File: src/rtl/fbpa_pkg.sv
`timescale 1ns / 1ps
`default_nettype none
// ============================================================================
// fbpa_pkg
// Shared types, codes and helpers of the fixed block pool allocator.
// ============================================================================
package fbpa_pkg;

    localparam int IDX_W = 12;
    localparam int BIC_W = 9;
    localparam int CNT_W = 32;
    localparam int LINK_DEPTH = 4096;

    // Raw reset value of the blocks_in_chunk register.
    localparam logic [BIC_W-1:0] BIC_RESET_RAW = 9'd256;

    // Operation codes on the request port.
    localparam logic OP_ALLOC = 1'b0;
    localparam logic OP_FREE  = 1'b1;

    // Register index of blocks_in_chunk (byte address bit 2).
    localparam logic REG_BLOCKS_IN_CHUNK = 1'b0;

    typedef enum logic [2:0] {
        ST_LIST_HIT    = 3'd0,
        ST_BUMP        = 3'd1,
        ST_NEW_CHUNK   = 3'd2,
        ST_EXHAUSTED   = 3'd3,
        ST_FREE_DONE   = 3'd4,
        ST_FREE_REJECT = 3'd5
    } t_status;

    typedef enum logic [1:0] {
        S_IDLE,
        S_POP,
        S_FREE
    } t_state;

    // One link memory entry: next block of the free list and an end marker.
    typedef struct packed {
        logic             last;
        logic [IDX_W-1:0] next;
    } t_link_entry;

    typedef struct packed {
        logic             en;
        logic [IDX_W-1:0] addr;
    } t_link_rd;

    typedef struct packed {
        logic             en;
        logic [IDX_W-1:0] addr;
        t_link_entry      data;
    } t_link_wr;

    // Configuration seen by the allocator core.
    typedef struct packed {
        logic             reinit;   // register written this cycle
        logic [BIC_W-1:0] bic_next; // clamped value being written
        logic [BIC_W-1:0] bic;      // clamped value in effect
    } t_cfg_ctl;

    typedef struct packed {
        logic             done;
        logic [IDX_W-1:0] block_index;
        t_status          status;
        logic [CNT_W-1:0] alloc_requests;
        logic [CNT_W-1:0] free_list_hits;
        logic [CNT_W-1:0] bump_hits;
        logic [4:0]       chunks_open;
    } t_result;

    // A value of zero counts as one block; values above the chunk stride
    // are limited to the stride.
    function automatic logic [BIC_W-1:0] clamp_blocks(input logic [BIC_W-1:0] v,
                                                      input int unsigned maxb);
        logic [BIC_W-1:0] res;
        res = v;
        if (v == '0) begin
            res = 9'd1;
        end else if (32'(v) > maxb) begin
            res = BIC_W'(maxb);
        end
        return res;
    endfunction

endpackage
`default_nettype wire

File: src/rtl/fbpa_cfg_regs.sv
`timescale 1ns / 1ps
`default_nettype none
// ============================================================================
// fbpa_cfg_regs
// APB-style register port holding blocks_in_chunk.
// ============================================================================
module fbpa_cfg_regs
    import fbpa_pkg::*;
#(
    parameter int unsigned MAX_BLOCKS_PER_CHUNK = 256
) (
    input  wire logic        i_clk,
    input  wire logic        i_rst_n,
    input  wire logic        psel,
    input  wire logic        penable,
    input  wire logic        pwrite,
    input  wire logic [2:0]  paddr,
    input  wire logic [31:0] pwdata,
    output logic      [31:0] prdata,
    output logic             pready,
    output t_cfg_ctl         o_cfg
);

    logic [BIC_W-1:0] r_bic_raw;
    logic [BIC_W-1:0] n_bic_raw;
    logic             wr_hit;

    assign pready = 1'b1;
    assign wr_hit = psel && penable && pwrite && (paddr[2] == REG_BLOCKS_IN_CHUNK);

    assign n_bic_raw = wr_hit ? pwdata[BIC_W-1:0] : r_bic_raw;

    always_ff @(posedge i_clk) begin
        if (!i_rst_n) begin
            r_bic_raw <= BIC_RESET_RAW;
        end else begin
            r_bic_raw <= n_bic_raw;
        end
    end

    always_comb begin
        prdata = '0;
        if (paddr[2] == REG_BLOCKS_IN_CHUNK) begin
            prdata = 32'(r_bic_raw);
        end
    end

    assign o_cfg.reinit   = wr_hit;
    assign o_cfg.bic_next = clamp_blocks(pwdata[BIC_W-1:0], MAX_BLOCKS_PER_CHUNK);
    assign o_cfg.bic      = clamp_blocks(r_bic_raw, MAX_BLOCKS_PER_CHUNK);

endmodule
`default_nettype wire

File: config.mk
export PLATFORM = sky130hd
export DESIGN_NAME = fbpa_cfg_regs
export DESIGN_NICKNAME = d
export VERILOG_FILES = /design/src/rtl/fbpa_pkg.sv /design/src/rtl/fbpa_cfg_regs.sv
export SDC_FILE = /design/constraint.sdc
export NUM_CORES = 1
export LEC_CHECK = 0
export BUFFER_PORTS_ARGS = -buffer_cell sky130_fd_sc_hd__buf_2
export CORE_ASPECT_RATIO = 1.75
export CORE_MARGIN = 2
export CORE_UTILIZATION = 30
export CTS_BUF_LIST = sky130_fd_sc_hd__clkbuf_16
export CTS_CLUSTER_SIZE = 10
export DETAILED_ROUTE_END_ITERATION = 12
export PLACE_DENSITY = 0.82
export SLEW_MARGIN = 40
export SYNTH_ARGS = -nofsm -noshare
export SYNTH_HDL_FRONTEND = slang
export SYNTH_SLANG_ARGS = --single-unit
File: constraint.sdc
create_clock -name i_clk -period 1.2 [get_ports i_clk]
set_clock_uncertainty 0.1 [all_clocks]
set_input_delay 0.24 -clock i_clk [delete_from_list [all_inputs] [get_ports i_clk]]
set_output_delay 0.24 -clock i_clk [all_outputs]
set_load 0.02 [all_outputs]
==> results.yml, run 1 <==
hold_path:
  hold_path.class: "primary input to flop"
pwr:
  p_per_area_mw_per_mm2: 857.3
  power.total_uw: 1185
  p_leak_uw: 0.0006964
  vdd_ir_drop_max_uv: 646.4
cells_and_area:
  largest_reg_flops: 9
  reg.largest.list: "r_bic_raw: 9 flops"
  fin_nets: 205
  diodes: 0
  layout_common_cells: "27 x buf_4, 24 x conb_1, 23 x buf_6, 18 x buf_2, 16 x nand2_1"
  syn_to_final_growth_pct: 73.74
  top_register: "r_bic_raw"
  final_layout_size_suffix_gt1_frac: 0.5976
  fin_util: 0.5547
  layout_commonest_cell: "buf_4"
  fillers: 243
placement:
  globalplace.congestion: 0.7510
  hpwl_um: 1621
  dp_worst_setup_slack_ns: -0.3630
  numPortBuffers: 42
synth:
  synth_area_um2: 795.8
  synthCells: 102
  yosys_warnings: 0
  yosysUniqueCellTypes: 15
  synth_largest_area_cell: "buf_4"
  synth_area_per_cell_um2: 7.802
  synth.area.top_cells: "buf_4 24%, dfxtp_1 23%, nor2b_1 13%"
  yosysSeqAreaShare: 0.2264
  synth_top_area_frac: 0.2358
  synth-seq-cells: 9
routing:
  vias_per_cell: 4.247
  ant_nets: 0
  vias: 807
  drt_iter0_drc: 3
  wl_um: 2133
  drc: 0
  post_drt_wl_per_cell_um: 11.23
  firstDrtPassIters: 2
setup_path:
  crit_path_cell_trace: "or4_4 > o22ai_4 > buf_6"
  r2r-end: "r_bic_raw[8]"
  path_depth: 3
  setup.worst_path.end: "o_cfg[0]"
  path_buf_inv: 1
  end_kind: "primary output"
  r2r-start: "r_bic_raw[8]"
  crit_start: "r_bic_raw[6]"
  crit_arrival_ns: 1.36
  slowest_delay_ns: 0.54
  cp_max_fo: 2
  crit_type: "flop to primary output"
  critPathLaunchType: "flop"
  reg2reg_slack_ns: 0.13
  critical-path-slowest-cell: "or4_4"
  cp_top_family: "simple AND/OR/NAND/NOR gates"
  reg2reg_depth: 5
  critPathRequiredTime_ns: 0.86
timing:
  fmax_mhz: 589.1
  fin_ws_ns: -0.4974
  finalCritPeriodShare: 1.414
  hold_viol_final: 0
  holdWs_ns: 0.1688
  finalSetupViolations: 18
  layout_min_cycle_time_ns: 1.697
  rsz0062_at_grt: "yes"
  drv_slew: 0
  finalSetupTns_ns: -2.606
cts:
  insertion_delay_ns: 0.23
  cts_tree: "yes"
  clkSinkCount: 9
  cts_max_level: 1
  cts_made_buffers: 3
  cts_root_buf: "clkbuf_16"
  clk_path_buf_depth: 2
  path_clk_slew_ns: 0.04
  cts_hold_buffers: 0
run:
  maxCapViolations: 0
floorplanning:
  core_area_mm2: 0.002492
  start_util: 0.3193
  dieWidth_um: 42.93
  rows: 24
  fp.dieH_um: 72.13
  ios: 92
  dieArea_mm2: 0.003097
global_routing:
  grt_max_degree: 19
  grtUsageTotal: 0.1359
  grt_pass1_vias: 726
  grt_pass1_wl_um: 3180
  globalRouteOverflowTotal: 0
  antenna_found_initial: 0
run_status:
  failed_checks: "setup timing"
  status: "finished with violations"
## worst min path at each step
| stage | startpoint | to | slack (ns) | cells past startpoint |
|---|---|---|---|---|
| 3_3_place_gp | r_bic_raw[0] | r_bic_raw[0] | 0.34 | 2 |
| 3_5_place_dp | r_bic_raw[0] | r_bic_raw[0] | 0.35 | 2 |
| 2_1_floorplan | pwdata[0] | r_bic_raw[0] | 0.28 | 2 |
| 6_report | pwdata[0] | r_bic_raw[0] | 0.17 | 3 |
| 5_1_grt | pwdata[0] | r_bic_raw[0] | 0.18 | 3 |
| 4_1_cts | pwdata[0] | r_bic_raw[0] | 0.17 | 3 |
## stage by stage
stage                     instance area (um2)  instances
after floorplan                         919.6        124
after global placement                   1086        180
after detailed placement                 1086        180
after CTS                                1328        186
after global routing                     1383        190
final                                    1383        190
## synthesized netlist by cell type, drive strengths merged
master / count
inv: 2
conb: 2
mux2i: 9
dfxtp: 9
or4: 4
nand2: 16
and4b: 1
and2b: 8
o22ai: 2
nor2: 1
buf: 28
clkbuf: 4
nor2b: 16
## metal layers
metal  wire (um)  up-vias  global-route usage  part of all wire
li1            -      398                   -                 -
met1         738      355              0.1422              0.35
met2        1161       48              0.2441              0.54
met3         165        6             0.02488             0.077
met4          68        0             0.08081             0.032
met5           0        -                   0                 0
## kinds of logic after synthesis
kind of cell / count (synthesis) / synth area share
multiplexers: 9 / 0.1132
flip-flops: 9 / 0.2264
buffers and inverters: 34 / 0.2909
other: 2 / 0.009437
AND/OR/NAND/NOR: 46 / 0.3443
AO/OA/AOI/OAI: 2 / 0.01572
## report_power, final
group          leakage, uW  switching (uW)  internal (uW)  total [uW]
registers        0.0000763            4.67            309         313
logic             0.000578             172            123         295
clock network    0.0000423             142            435         577
total             0.000696             319            867        1190
## worst min-delay path: stages
cell and delay (ns):
buf_2 0.10, nand2_1 0.05, mux2i_1 0.06
## cell type report
type	count	area, um2	share of cell area
clock buffers	3	75.07	0.05430
flip-flops and latches	9	191.4	0.1385
well taps	26	32.53	0.02353
clock inverters	1	3.754	0.002715
multi-input cells	81	520.5	0.3765
repair buffers	68	551.8	0.3991
inverters	2	7.507	0.005430
## repair_timing
item | 4_1_cts | 5_1_grt
buffers inserted | 1 | 5
gates resized for setup | 52 | 9
gates cloned | 1 | 0
pin swaps | 4 | 2
setup endpoints to repair | 20 | 22
No activity file was read; power rests on OpenSTA's default activity.
==> run 2: changes to the inputs <==
==> constraint.sdc (replaced) <==
create_clock -name i_clk -period 1.2 [get_ports i_clk]
set_clock_uncertainty 0.1 [all_clocks]
set_input_delay 0.06 -clock i_clk [delete_from_list [all_inputs] [get_ports i_clk]]
set_output_delay 0.06 -clock i_clk [all_outputs]
set_load 0.02 [all_outputs]
==> run 2 against run 1 <==
- non-clock buffer count fell by 10
- sequential power hardly changed
- critical path depth unchanged
- the flow still finishes with violations (setup timing)
- critical endpoint unchanged
- register-to-register slack gained 0.21 ns
==> results.yml, run 2 (synthesis results as in run 1) <==
floorplanning:
  dieArea_mm2: 0.003097
  start_util: 0.3193
  fp.dieH_um: 72.13
  core_area_mm2: 0.002492
  ios: 92
  dieWidth_um: 42.93
  rows: 24
cells_and_area:
  top_register: "r_bic_raw"
  final_layout_size_suffix_gt1_frac: 0.4805
  syn_to_final_growth_pct: 46.07
  largest_reg_flops: 9
  fin_area_mm2: 0.001162
  layout_commonest_cell: "buf_2"
  fin_nets: 195
  diodes: 0
  reg.largest.list: "r_bic_raw: 9 flops"
  layout_common_cells: "38 x buf_2, 24 x conb_1, 16 x nor2b_1, 16 x nand2_1, 15 x buf_4"
placement:
  dp_worst_setup_slack_ns: -0.09332
  numPortBuffers: 42
  placed_area_mm2: 0.001028
  hpwl_um: 1563
  globalplace.congestion: 0.7188
setup_path:
  critPathLaunchType: "flop"
  end_kind: "primary output"
  critPathRequiredTime_ns: 1.04
  setup.worst_path.end: "o_cfg[0]"
  reg2reg_depth: 3
  crit_type: "flop to primary output"
  cp_max_fo: 2
  r2r-start: "r_bic_raw[8]"
  r2r-end: "r_bic_raw[8]"
  crit_start: "r_bic_raw[1]"
  crit_arrival_ns: 1.35
  reg2reg_slack_ns: 0.34
routing:
  ant_nets: 0
  met1_length_um: 678
  vias_per_cell: 4.217
  wl_met2_um: 1054
  wl_met3_um: 189
  drt_iter0_drc: 7
  wl_um: 1945
  vias: 759
  drc: 0
  post_drt_wl_per_cell_um: 10.81
  firstDrtPassIters: 4
  routed.top_layer: "met4"
timing:
  fmax_mhz: 660.5
  rsz0062_at_grt: "yes"
  drv_slew: 0
  fin_ws_ns: -0.3141
  hold_viol_final: 0
  layout_min_cycle_time_ns: 1.514
  finalSetupViolations: 1
  finalCritPeriodShare: 1.262
global_routing:
  antenna_found_initial: 0
  grt_pass1_vias: 718
  grtUsageTotal: 0.1268
  grt_max_degree: 19
  grt_pass1_wl_um: 3070
  globalRouteOverflowTotal: 0
pwr:
  p_leak_uw: 0.0006165
  pwr-share-comb: 0.222
  clockPowerShare: 0.504
  seq_power_share: 0.274
  p_int_uw: 834.2
  vdd_ir_drop_max_uv: 416.6
  power.total_uw: 1139
  power_switching_uw: 304.8
  p_sw_frac: 0.2676
  p_per_area_mw_per_mm2: 980.0
cts:
  path_clk_slew_ns: 0.04
  cts_root_buf: "clkbuf_16"
  clkSinkCount: 9
  insertion_delay_ns: 0.23
  clk_path_buf_depth: 2
  cts_max_level: 1
  cts_made_buffers: 3
  cts_tree: "yes"
run_status:
  status: "finished with violations"
  failed_checks: "setup timing"
hold_path:
  hold_path.class: "primary input to flop"
run:
  maxCapViolations: 0
[run 2: how the worst min path moves through the flow]
stage,startpoint,to,slack (ns),depth (start not counted)
4_1_cts,pwdata[2],r_bic_raw[2],0.007,3
3_5_place_dp,pwdata[0],r_bic_raw[0],0.23,3
6_report,pwdata[5],r_bic_raw[5],0.001,3
2_1_floorplan,paddr[2],prdata[0],0.09,1
3_3_place_gp,pwdata[0],r_bic_raw[0],0.23,3
5_1_grt,pwdata[2],r_bic_raw[2],0.02,3
[run 2: layout make-up]
class | count | area [um2]
Fill cell | 269 | 1330
Multi-Input combinational cell | 81 | 494.2
Timing Repair Buffer | 58 | 365.4
Sequential cell | 9 | 183.9
Clock buffer | 3 | 75.07
Tap cell | 26 | 32.53
Inverter | 2 | 7.507
Clock inverter | 1 | 3.754
[run 2: critical path, cell delays in order, from the launching register on]
cell and delay [ns]:
dfxtp_1 0.30, or4_4 0.55, o22ai_4 0.14, buf_6 0.14
[run 2: layer usage]
layer,vias up,GRT usage
met5,-,0
met4,0,0.05051
met3,2,0.009950
met2,51,0.2391
met1,331,0.1420
li1,375,-
[run 2: power groups by stage]
stage               clock, uW  combinational [uW]  sequential (uW)
floorplan                   0                 225              316
global placement            0                 240              315
detailed placement          0                 241              316
CTS                       582                 247              311
global route              602                 274              312
finish                    575                 252              312
[run 2: what timing repair did]
action / 4_1_cts / 5_1_grt
setup buffers: 0 / 0
endpoints found under the hold margin: 2 / 0
gates resized for setup: 2 / 9
cloned: 0 / 1
pin swaps: 0 / 2
setup endpoints to repair: 2 / 7
hold buffers: 2 / 0
[run 2: through the flow]
step	instances	utilization	hold slack (ns)	setup TNS [ns]
final	180	0.4664	0.001248	-0.3141
after global routing	180	0.4664	0.01726	-0.3567
after CTS	179	0.4548	0.007317	-0.3290
after detailed placement	173	0.4127	0.2290	-0.09332
after global placement	173	0.4127	0.2283	-0.07913
after floorplan	124	-	0.09494	0
