[config.mk]
export PLATFORM = sky130hd
export DESIGN_NAME = fbpa_core
export DESIGN_NICKNAME = d
export VERILOG_FILES = /design/src/rtl/fbpa_pkg.sv /design/src/rtl/fbpa_core.sv
export SDC_FILE = /design/constraint.sdc
export NUM_CORES = 1
export LEC_CHECK = 0
export BUFFER_PORTS_ARGS = -buffer_cell sky130_fd_sc_hd__buf_2
export CAP_MARGIN = 20
export CORE_UTILIZATION = 48
export DETAILED_ROUTE_END_ITERATION = 8
export PLACE_DENSITY_LB_ADDON = 0.12
export SYNTH_ARGS = -nofsm -noshare
export SYNTH_HDL_FRONTEND = slang
export SYNTH_SLANG_ARGS = --single-unit
export TNS_END_PERCENT = 10
[constraint.sdc]
create_clock -name i_clk -period 3 [get_ports i_clk]
set_input_delay 0.6 -clock i_clk [delete_from_list [all_inputs] [get_ports i_clk]]
set_output_delay 0.6 -clock i_clk [all_outputs]
set_load 0.1 [all_outputs]
[src/rtl/fbpa_pkg.sv]
`timescale 1ns / 1ps
`default_nettype none
// ============================================================================
// fbpa_pkg
// Shared types, codes and helpers of the fixed block pool allocator.
// ============================================================================
package fbpa_pkg;

    localparam int IDX_W = 12;
    localparam int BIC_W = 9;
    localparam int CNT_W = 32;
    localparam int LINK_DEPTH = 4096;

    // Raw reset value of the blocks_in_chunk register.
    localparam logic [BIC_W-1:0] BIC_RESET_RAW = 9'd256;

    // Operation codes on the request port.
    localparam logic OP_ALLOC = 1'b0;
    localparam logic OP_FREE  = 1'b1;

    // Register index of blocks_in_chunk (byte address bit 2).
    localparam logic REG_BLOCKS_IN_CHUNK = 1'b0;

    typedef enum logic [2:0] {
        ST_LIST_HIT    = 3'd0,
        ST_BUMP        = 3'd1,
        ST_NEW_CHUNK   = 3'd2,
        ST_EXHAUSTED   = 3'd3,
        ST_FREE_DONE   = 3'd4,
        ST_FREE_REJECT = 3'd5
    } t_status;

    typedef enum logic [1:0] {
        S_IDLE,
        S_POP,
        S_FREE
    } t_state;

    // One link memory entry: next block of the free list and an end marker.
    typedef struct packed {
        logic             last;
        logic [IDX_W-1:0] next;
    } t_link_entry;

    typedef struct packed {
        logic             en;
        logic [IDX_W-1:0] addr;
    } t_link_rd;

    typedef struct packed {
        logic             en;
        logic [IDX_W-1:0] addr;
        t_link_entry      data;
    } t_link_wr;

    // Configuration seen by the allocator core.
    typedef struct packed {
        logic             reinit;   // register written this cycle
        logic [BIC_W-1:0] bic_next; // clamped value being written
        logic [BIC_W-1:0] bic;      // clamped value in effect
    } t_cfg_ctl;

    typedef struct packed {
        logic             done;
        logic [IDX_W-1:0] block_index;
        t_status          status;
        logic [CNT_W-1:0] alloc_requests;
        logic [CNT_W-1:0] free_list_hits;
        logic [CNT_W-1:0] bump_hits;
        logic [4:0]       chunks_open;
    } t_result;

    // A value of zero counts as one block; values above the chunk stride
    // are limited to the stride.
    function automatic logic [BIC_W-1:0] clamp_blocks(input logic [BIC_W-1:0] v,
                                                      input int unsigned maxb);
        logic [BIC_W-1:0] res;
        res = v;
        if (v == '0) begin
            res = 9'd1;
        end else if (32'(v) > maxb) begin
            res = BIC_W'(maxb);
        end
        return res;
    endfunction

endpackage
`default_nettype wire

[src/rtl/fbpa_core.sv]
`timescale 1ns / 1ps
`default_nettype none
// ============================================================================
// fbpa_core
// Allocation sequencer: free list pop and push, bump pointer, chunk growth.
// ============================================================================
module fbpa_core
    import fbpa_pkg::*;
#(
    parameter int unsigned MAX_CHUNKS           = 16,
    parameter int unsigned MAX_BLOCKS_PER_CHUNK = 256
) (
    input  wire logic             i_clk,
    input  wire logic             i_rst_n,
    input  wire logic             i_start,
    input  wire logic             i_operation,
    input  wire logic [IDX_W-1:0] i_block_to_free,
    input  wire t_cfg_ctl         i_cfg,
    input  wire t_link_entry      i_link_rdata,
    output logic                  o_busy,
    output t_link_rd              o_link_rd,
    output t_link_wr              o_link_wr,
    output t_result               o_result
);

    localparam int CC_W = $clog2(MAX_CHUNKS + 1);
    localparam logic [CC_W-1:0] CC_MAX = CC_W'(MAX_CHUNKS);
    localparam logic [CC_W-1:0] CC_ONE = CC_W'(1);
    localparam logic [BIC_W-1:0] BIC_RESET = clamp_blocks(BIC_RESET_RAW, MAX_BLOCKS_PER_CHUNK);
    localparam logic [IDX_W-1:0] CHUNK_STEP = IDX_W'(MAX_BLOCKS_PER_CHUNK % LINK_DEPTH);
    localparam logic [BIC_W-1:0] BIC_ONE = BIC_W'(1);
    localparam logic [CNT_W-1:0] CNT_ONE = CNT_W'(1);

    // Chunk number of a block by reciprocal multiplication, exact for 12-bit indices.
    localparam int DIV_SH = IDX_W + $clog2(MAX_BLOCKS_PER_CHUNK);
    localparam longint unsigned RECIP_L =
        ((64'd1 << DIV_SH) + 64'(MAX_BLOCKS_PER_CHUNK) - 64'd1) / 64'(MAX_BLOCKS_PER_CHUNK);
    localparam logic [13:0] RECIP = 14'(RECIP_L);
    localparam logic [31:0] STRIDE = 32'(MAX_BLOCKS_PER_CHUNK);

    t_state           r_state, n_state;
    logic [IDX_W-1:0] r_head, n_head;
    logic             r_nonempty, n_nonempty;
    logic [BIC_W-1:0] r_bump, n_bump;
    logic [CC_W-1:0]  r_cc, n_cc;
    logic [IDX_W-1:0] r_base, n_base;
    logic [CNT_W-1:0] r_req_cnt, n_req_cnt;
    logic [CNT_W-1:0] r_hit_cnt, n_hit_cnt;
    logic [CNT_W-1:0] r_bump_cnt, n_bump_cnt;
    logic             r_done, n_done;
    logic [IDX_W-1:0] r_index, n_index;
    t_status          r_status, n_status;
    logic [IDX_W-1:0] r_blk, n_blk;
    logic [IDX_W-1:0] r_quo, n_quo;

    logic             accept;
    logic [25:0]      quo_prod;
    logic [IDX_W-1:0] slot_off;
    logic [IDX_W-1:0] slot;
    logic             free_ok;
    logic [31:0]      cc_ext;

    assign accept = i_start && (r_state == S_IDLE);
    assign o_busy = (r_state != S_IDLE);

    assign quo_prod = 26'(i_block_to_free) * 26'(RECIP);
    assign slot_off = IDX_W'(32'(r_quo) * STRIDE);
    assign slot     = r_blk - slot_off;
    assign free_ok  = (32'(r_quo) < 32'(r_cc)) && (slot < IDX_W'(i_cfg.bic));

    always_comb begin
        n_state = r_state;
        case (r_state)
            S_IDLE: begin
                if (i_start) begin
                    if (i_operation == OP_FREE) begin
                        n_state = S_FREE;
                    end else if (r_nonempty) begin
                        n_state = S_POP;
                    end
                end
            end
            S_POP:   n_state = S_IDLE;
            S_FREE:  n_state = S_IDLE;
            default: n_state = S_IDLE;
        endcase
    end

    always_comb begin
        n_head     = r_head;
        n_nonempty = r_nonempty;
        n_bump     = r_bump;
        n_cc       = r_cc;
        n_base     = r_base;
        n_req_cnt  = r_req_cnt;
        n_hit_cnt  = r_hit_cnt;
        n_bump_cnt = r_bump_cnt;
        n_done     = 1'b0;
        n_index    = '0;
        n_status   = r_status;
        n_blk      = r_blk;
        n_quo      = r_quo;
        o_link_rd.en    = 1'b0;
        o_link_rd.addr  = r_head;
        o_link_wr.en    = 1'b0;
        o_link_wr.addr  = r_blk;
        o_link_wr.data.last = !r_nonempty;
        o_link_wr.data.next = r_head;

        case (r_state)
            S_IDLE: begin
                if (accept) begin
                    if (i_operation == OP_ALLOC) begin
                        n_req_cnt = r_req_cnt + CNT_ONE;
                        if (r_nonempty) begin
                            o_link_rd.en = 1'b1;
                        end else if (r_bump != '0) begin
                            n_bump     = r_bump - BIC_ONE;
                            n_bump_cnt = r_bump_cnt + CNT_ONE;
                            n_index    = r_base + IDX_W'(n_bump);
                            n_status   = ST_BUMP;
                            n_done     = 1'b1;
                        end else if (r_cc < CC_MAX) begin
                            n_cc     = r_cc + CC_ONE;
                            n_base   = r_base + CHUNK_STEP;
                            n_bump   = i_cfg.bic - BIC_ONE;
                            n_index  = n_base + IDX_W'(n_bump);
                            n_status = ST_NEW_CHUNK;
                            n_done   = 1'b1;
                        end else begin
                            n_status = ST_EXHAUSTED;
                            n_done   = 1'b1;
                        end
                    end else begin
                        n_blk = i_block_to_free;
                        n_quo = IDX_W'(quo_prod >> DIV_SH);
                    end
                end
            end
            S_POP: begin
                n_index    = r_head;
                n_head     = i_link_rdata.next;
                n_nonempty = !i_link_rdata.last;
                n_hit_cnt  = r_hit_cnt + CNT_ONE;
                n_status   = ST_LIST_HIT;
                n_done     = 1'b1;
            end
            S_FREE: begin
                n_done = 1'b1;
                if (free_ok) begin
                    o_link_wr.en = 1'b1;
                    n_head       = r_blk;
                    n_nonempty   = 1'b1;
                    n_status     = ST_FREE_DONE;
                end else begin
                    n_status = ST_FREE_REJECT;
                end
            end
            default: begin
                n_done = 1'b0;
            end
        endcase

        // A register write starts the pool over with one full chunk.
        if (i_cfg.reinit) begin
            n_head     = '0;
            n_nonempty = 1'b0;
            n_bump     = i_cfg.bic_next;
            n_cc       = CC_ONE;
            n_base     = '0;
            n_req_cnt  = '0;
            n_hit_cnt  = '0;
            n_bump_cnt = '0;
        end
    end

    always_ff @(posedge i_clk) begin
        if (!i_rst_n) begin
            r_state    <= S_IDLE;
            r_head     <= '0;
            r_nonempty <= 1'b0;
            r_bump     <= BIC_RESET;
            r_cc       <= CC_ONE;
            r_base     <= '0;
            r_req_cnt  <= '0;
            r_hit_cnt  <= '0;
            r_bump_cnt <= '0;
            r_done     <= 1'b0;
        end else begin
            r_state    <= n_state;
            r_head     <= n_head;
            r_nonempty <= n_nonempty;
            r_bump     <= n_bump;
            r_cc       <= n_cc;
            r_base     <= n_base;
            r_req_cnt  <= n_req_cnt;
            r_hit_cnt  <= n_hit_cnt;
            r_bump_cnt <= n_bump_cnt;
            r_done     <= n_done;
        end
    end

    always_ff @(posedge i_clk) begin
        r_index  <= n_index;
        r_status <= n_status;
        r_blk    <= n_blk;
        r_quo    <= n_quo;
    end

    assign cc_ext = 32'(r_cc);

    assign o_result.done           = r_done;
    assign o_result.block_index    = r_index;
    assign o_result.status         = r_status;
    assign o_result.alloc_requests = r_req_cnt;
    assign o_result.free_list_hits = r_hit_cnt;
    assign o_result.bump_hits      = r_bump_cnt;
    assign o_result.chunks_open    = 5'(cc_ext);

    // A pop only follows a link read issued while the list held blocks.
    a_pop_after_read: assert property (@(posedge i_clk) disable iff (!i_rst_n)
        o_link_rd.en |=> (r_state == S_POP))
        else $error("link read not followed by pop");

    a_pop_needs_list: assert property (@(posedge i_clk) disable iff (!i_rst_n)
        (r_state == S_POP) |-> $past(r_nonempty))
        else $error("pop with empty free list");

    // Every accepted request is either decided or still in flight in the next cycle.
    a_accept_progress: assert property (@(posedge i_clk) disable iff (!i_rst_n)
        accept |=> (r_done || (r_state != S_IDLE)))
        else $error("accepted request lost");

    a_chunk_range: assert property (@(posedge i_clk) disable iff (!i_rst_n)
        (r_cc >= CC_ONE) && (r_cc <= CC_MAX) && (r_bump <= i_cfg.bic))
        else $error("chunk count or bump slot out of range");

    // The link memory is written only by an accepted push.
    a_write_is_push: assert property (@(posedge i_clk) disable iff (!i_rst_n)
        o_link_wr.en |=> (r_done && (r_status == ST_FREE_DONE) && r_nonempty))
        else $error("link write without a completed free");

endmodule
`default_nettype wire

==> impl_metrics.prom <==
# TYPE chip_impl_metric gauge
chip_impl_metric{name="power_per_cell_area",unit="mW/mm^2"} 535
chip_impl_info{name="synth.most_common_cell",value="sky130_fd_sc_hd__dfxtp_1"} 1
chip_impl_metric{name="layout.nets",unit=""} 1097
chip_impl_metric{name="ioPinCount",unit=""} 205
chip_impl_metric{name="ctsHtreeMaxLevel",unit=""} 4
chip_impl_metric{name="worst_clk_skew",unit="ps"} 5.82
chip_impl_metric{name="postSynthRegisterBits",unit=""} 157
chip_impl_metric{name="post_synth_and_or_nand_nor_area_fraction",unit="%"} 23.0
chip_impl_metric{name="share_comb_of_total_power",unit="%"} 10.6
chip_impl_metric{name="synth-adder-area-share",unit="%"} 4.41
chip_impl_metric{name="layout_overhead_on_the_synthesized_area",unit="%"} 24.5
chip_impl_info{name="synth_top_family_by_area",value="simple AND/OR/NAND/NOR gates"} 1
chip_impl_metric{name="drt_iter0_drc",unit=""} 334
chip_impl_metric{name="power.sequential.fraction",unit="%"} 44.6
chip_impl_metric{name="power.clock.fraction",unit="%"} 44.8
chip_impl_info{name="timing.critical_path.to_type",value="output port"} 1
chip_impl_metric{name="route.final.wire_length",unit="mm"} 18.1
chip_impl_metric{name="layout_min_cycle_time",unit="ps"} 2950
chip_impl_info{name="synth.top_cells.by_area",value="sky130_fd_sc_hd__dfxtp_1 39%, sky130_fd_sc_hd__xor2_1 7.4%, sky130_fd_sc_hd__nor2_1 7.1%, sky130_fd_sc_hd__edfxtp_1 6.1%, sky130_fd_sc_hd__xnor2_1 5.0%"} 1
chip_impl_metric{name="maxCapViolations",unit=""} 0
chip_impl_metric{name="antenna_cells_inserted",unit=""} 0
chip_impl_info{name="worstHoldPathType",value="in -> reg"} 1
chip_impl_metric{name="synthesis.yosys.warnings",unit=""} 0
chip_impl_metric{name="required",unit="ps"} 2400
chip_impl_metric{name="input_output_buffers",unit=""} 204
chip_impl_metric{name="intPower",unit="mW"} 3.64
chip_impl_metric{name="fp.dieH",unit="um"} 126
chip_impl_metric{name="sum_of_overflow_across_all_layers_after_global_routing",unit=""} 0
chip_impl_info{name="netlist.top_cell.by_area",value="sky130_fd_sc_hd__dfxtp_1"} 1
chip_impl_metric{name="route.detailed.wl_per_inst",unit="um"} 14.9
chip_impl_metric{name="finalHoldViolCount",unit=""} 0
chip_impl_metric{name="floorplan.die.width",unit="um"} 126
chip_impl_metric{name="ant_nets",unit=""} 0
chip_impl_metric{name="worst-slew-pin-transition",unit="ps"} 642
chip_impl_metric{name="swShare",unit="%"} 26.0
chip_impl_metric{name="cts-hold-fix-buffers",unit=""} 0
chip_impl_metric{name="total_power",unit="mW"} 4.91
chip_impl_metric{name="timing.final.max_slew_violations",unit=""} 0
chip_impl_metric{name="worst_ir_drop_vdd",unit="mV"} 0.393
chip_impl_metric{name="leakagePower",unit="nW"} 3.97
chip_impl_metric{name="worstSkewPairLatency",unit="ps"} 420
chip_impl_metric{name="synth_top_cell_area_share",unit="%"} 38.5
chip_impl_metric{name="ys_async_sr_fraction",unit="%"} 0
chip_impl_metric{name="grt_pass1_vias",unit=""} 5939
chip_impl_metric{name="cp_data_arrival_time",unit="ps"} 2350
chip_impl_info{name="setup.worst_path.class",value="reg -> out"} 1
chip_impl_metric{name="total_iterations_of_the_first_detailed_routing_run",unit=""} 5
chip_impl_metric{name="synthDistinctLibCells",unit=""} 60
chip_impl_metric{name="synthCells",unit=""} 825
chip_impl_metric{name="count_of_filler_cells_inserted_in_the_layout",unit=""} 1308
chip_impl_metric{name="synth.avg_cell_area",unit="um^2"} 8.94
chip_impl_metric{name="max_fo_critical_path",unit=""} 3
chip_impl_metric{name="clock_sinks",unit=""} 157
chip_impl_metric{name="start_util",unit="%"} 50.0
chip_impl_metric{name="worst_slew_margin_rel",unit="%"} 57.2
chip_impl_metric{name="grt_first_pass_wirelength",unit="mm"} 29.8
chip_impl_metric{name="post_synth_xor_area_fraction",unit="%"} 12.3
chip_impl_metric{name="switching_power",unit="mW"} 1.28
chip_impl_metric{name="postLayoutCoreUtil",unit="%"} 62.2
chip_impl_metric{name="post_synth_mux_area_share",unit="%"} 0.950
chip_impl_metric{name="routed_via_density",unit=""} 5.28
chip_impl_metric{name="grtUsageTotal",unit="%"} 23.6
chip_impl_info{name="synthTopCellsByCount",value="142 x sky130_fd_sc_hd__dfxtp_1, 140 x sky130_fd_sc_hd__nor2_1, 74 x sky130_fd_sc_hd__nand2_1"} 1
chip_impl_metric{name="overall_die_area",unit="mm^2"} 0.0159
chip_impl_metric{name="antenna_found_initial",unit=""} 0
chip_impl_metric{name="grt_start_max_net_pins",unit=""} 60
chip_impl_info{name="ctsRootBufferMaster",value="sky130_fd_sc_hd__clkbuf_16"} 1
chip_impl_metric{name="detailroute.via_count",unit=""} 6440
chip_impl_info{name="outcome",value="completed"} 1
chip_impl_info{name="cts_tree",value="yes"} 1
chip_impl_metric{name="clock_tree.buffer_depth",unit=""} 2
chip_impl_metric{name="synth-seq-area-share",unit="%"} 44.6
chip_impl_metric{name="syn-num-nets",unit=""} 899
chip_impl_metric{name="synth_compound_gate_area_share",unit="%"} 9.72
chip_impl_metric{name="path_clk_slew",unit="ps"} 60
chip_impl_metric{name="post_route_cells_drive_above_1_share",unit="%"} 26.8
chip_impl_info{name="startpoint_type",value="flip-flop"} 1
chip_impl_metric{name="design.core.area",unit="mm^2"} 0.0148
chip_impl_metric{name="dp_hpwl",unit="mm"} 13.4
chip_impl_metric{name="synthesis.area",unit="mm^2"} 0.00738
chip_impl_metric{name="setup_violations",unit=""} 0
chip_impl_metric{name="synth-edff-count",unit=""} 15
chip_impl_info{name="synth_flop_cell",value="sky130_fd_sc_hd__dfxtp_1"} 1
chip_impl_metric{name="finalCritPeriodShare",unit="%"} 98.2
chip_impl_metric{name="num_rows",unit=""} 44
chip_impl_metric{name="gp_routability_congestion",unit=""} 0.888
chip_impl_metric{name="cts_made_buffers",unit=""} 17
chip_impl_metric{name="drt_drc_violations_left",unit=""} 0
chip_impl_metric{name="fmaxAchievable",unit="MHz"} 339
## area by class of cell
type	instances	area (um^2)	area share, %
repair buffers	223	1190	13.0
clock buffers	24	503	5.48
inverters	32	124	1.35
well taps	184	230	2.51
clock inverters	8	104	1.13
multi-input cells	592	3740	40.7
flip-flops and latches	157	3290	35.9
## what timing repair did
item	4_1_cts	5_1_grt
setup buffers	0	1
setup endpoints to repair	0	1
gates resized for setup	0	1
## worst paths after layout
path / from / endpoint / slack [ps] / depth (start not counted)
max reg2reg: r_blk[2]$_DFFE_PP_ / r_head[4]$_SDFFE_PP0P_ / 410 / 8
max: r_blk[2]$_DFFE_PP_ / o_link_wr[25] / 50 / 7
min reg2reg: r_head[1]$_SDFFE_PP0P_ / r_index[1]$_DFF_P_ / 490 / 2
min: i_block_to_free[0] / r_blk[0]$_DFFE_PP_ / 350 / 1
## layer usage
layer  up-vias  global-route usage [%]  part of all wire [%]  wire (um)
li1       3235                       -                     -          -
met1      2980                    31.6                    46       8400
met2       205                    37.0                    45       8240
met3        20                    5.95                   6.7       1220
met4         0                    7.73                   1.5        281
met5         -                       0                     0          0
## worst max-delay path, stage by stage (launching register included)
cell and delay [ps]:
sky130_fd_sc_hd__edfxtp_1 430, sky130_fd_sc_hd__ha_1 360, sky130_fd_sc_hd__a211oi_2 250, sky130_fd_sc_hd__o21ai_1 130, sky130_fd_sc_hd__a221oi_2 320, sky130_fd_sc_hd__o31ai_2 160, sky130_fd_sc_hd__clkinvlp_4 100, sky130_fd_sc_hd__buf_12 170
## cells in the final DEF (no fill, tap or decap), types with 3 or more instances in the layout
master and n:
sky130_fd_sc_hd__buf_2 203, sky130_fd_sc_hd__dfxtp_1 142, sky130_fd_sc_hd__nor2_1 140, sky130_fd_sc_hd__nand2_1 73, sky130_fd_sc_hd__xor2_1 62, sky130_fd_sc_hd__xnor2_1 42, sky130_fd_sc_hd__nand3_1 33, sky130_fd_sc_hd__inv_1 31
sky130_fd_sc_hd__a21oi_1 28, sky130_fd_sc_hd__o21ai_0 26, sky130_fd_sc_hd__ha_1 26, sky130_fd_sc_hd__nand4_1 25, sky130_fd_sc_hd__clkbuf_16 18, sky130_fd_sc_hd__buf_4 18, sky130_fd_sc_hd__edfxtp_1 15, sky130_fd_sc_hd__nor3_1 13
sky130_fd_sc_hd__or3_1 13, sky130_fd_sc_hd__and4_1 13, sky130_fd_sc_hd__and3_1 12, sky130_fd_sc_hd__o221a_2 12, sky130_fd_sc_hd__mux2i_1 7, sky130_fd_sc_hd__nor4_1 6, sky130_fd_sc_hd__a22o_1 4, sky130_fd_sc_hd__nor2b_1 4
sky130_fd_sc_hd__a22oi_1 4, sky130_fd_sc_hd__and2_1 3, sky130_fd_sc_hd__nand2b_1 3, sky130_fd_sc_hd__clkinvlp_4 3, sky130_fd_sc_hd__clkbuf_8 3, sky130_fd_sc_hd__clkbuf_1 3
## flip-flops by register name, summed over array words and instances (netlist names), 4 cells and up
| name | flops |
|---|---|
| r_bump_cnt | 32 |
| r_bump | 9 |
| r_blk | 12 |
| r_req_cnt | 32 |
| r_hit_cnt | 32 |
| r_cc | 5 |
| r_head | 12 |
| r_index | 12 |
| r_base | 4 |
## metrics by stage
stage,hold slack [ps],cell area [um^2],setup TNS (ps),setup slack (ps),std cells
final,348,9180,0,54.4,1220
after global routing,334,9180,-48.6,-48.6,1220
after CTS,333,9170,0,78.0,1219
after detailed placement,480,8560,-238,-183,1187
after global placement,482,8560,-171,-148,1187
after floorplan,464,7390,-194,-194,825
## power by group through the flow
stage / combinational (mW) / clock [mW] / sequential, mW
finish: 0.523 / 2.20 / 2.19
CTS: 0.519 / 2.24 / 2.19
detailed placement: 0.517 / 0 / 2.24
floorplan: 0.222 / 0 / 2.40
global route: 0.557 / 2.33 / 2.19
global placement: 0.516 / 0 / 2.24
## cells by family (layout without fill, tap and decap cells)
group,after synthesis,count (layout)
AND/OR/NAND/NOR,353,353
AO/OA/AOI/OAI,102,102
buffers and inverters,76,287
XOR/XNOR,104,104
flip-flops,157,157
adder cells (fa/ha/maj),26,26
multiplexers,7,7
(Power assumes the default switching activity.)
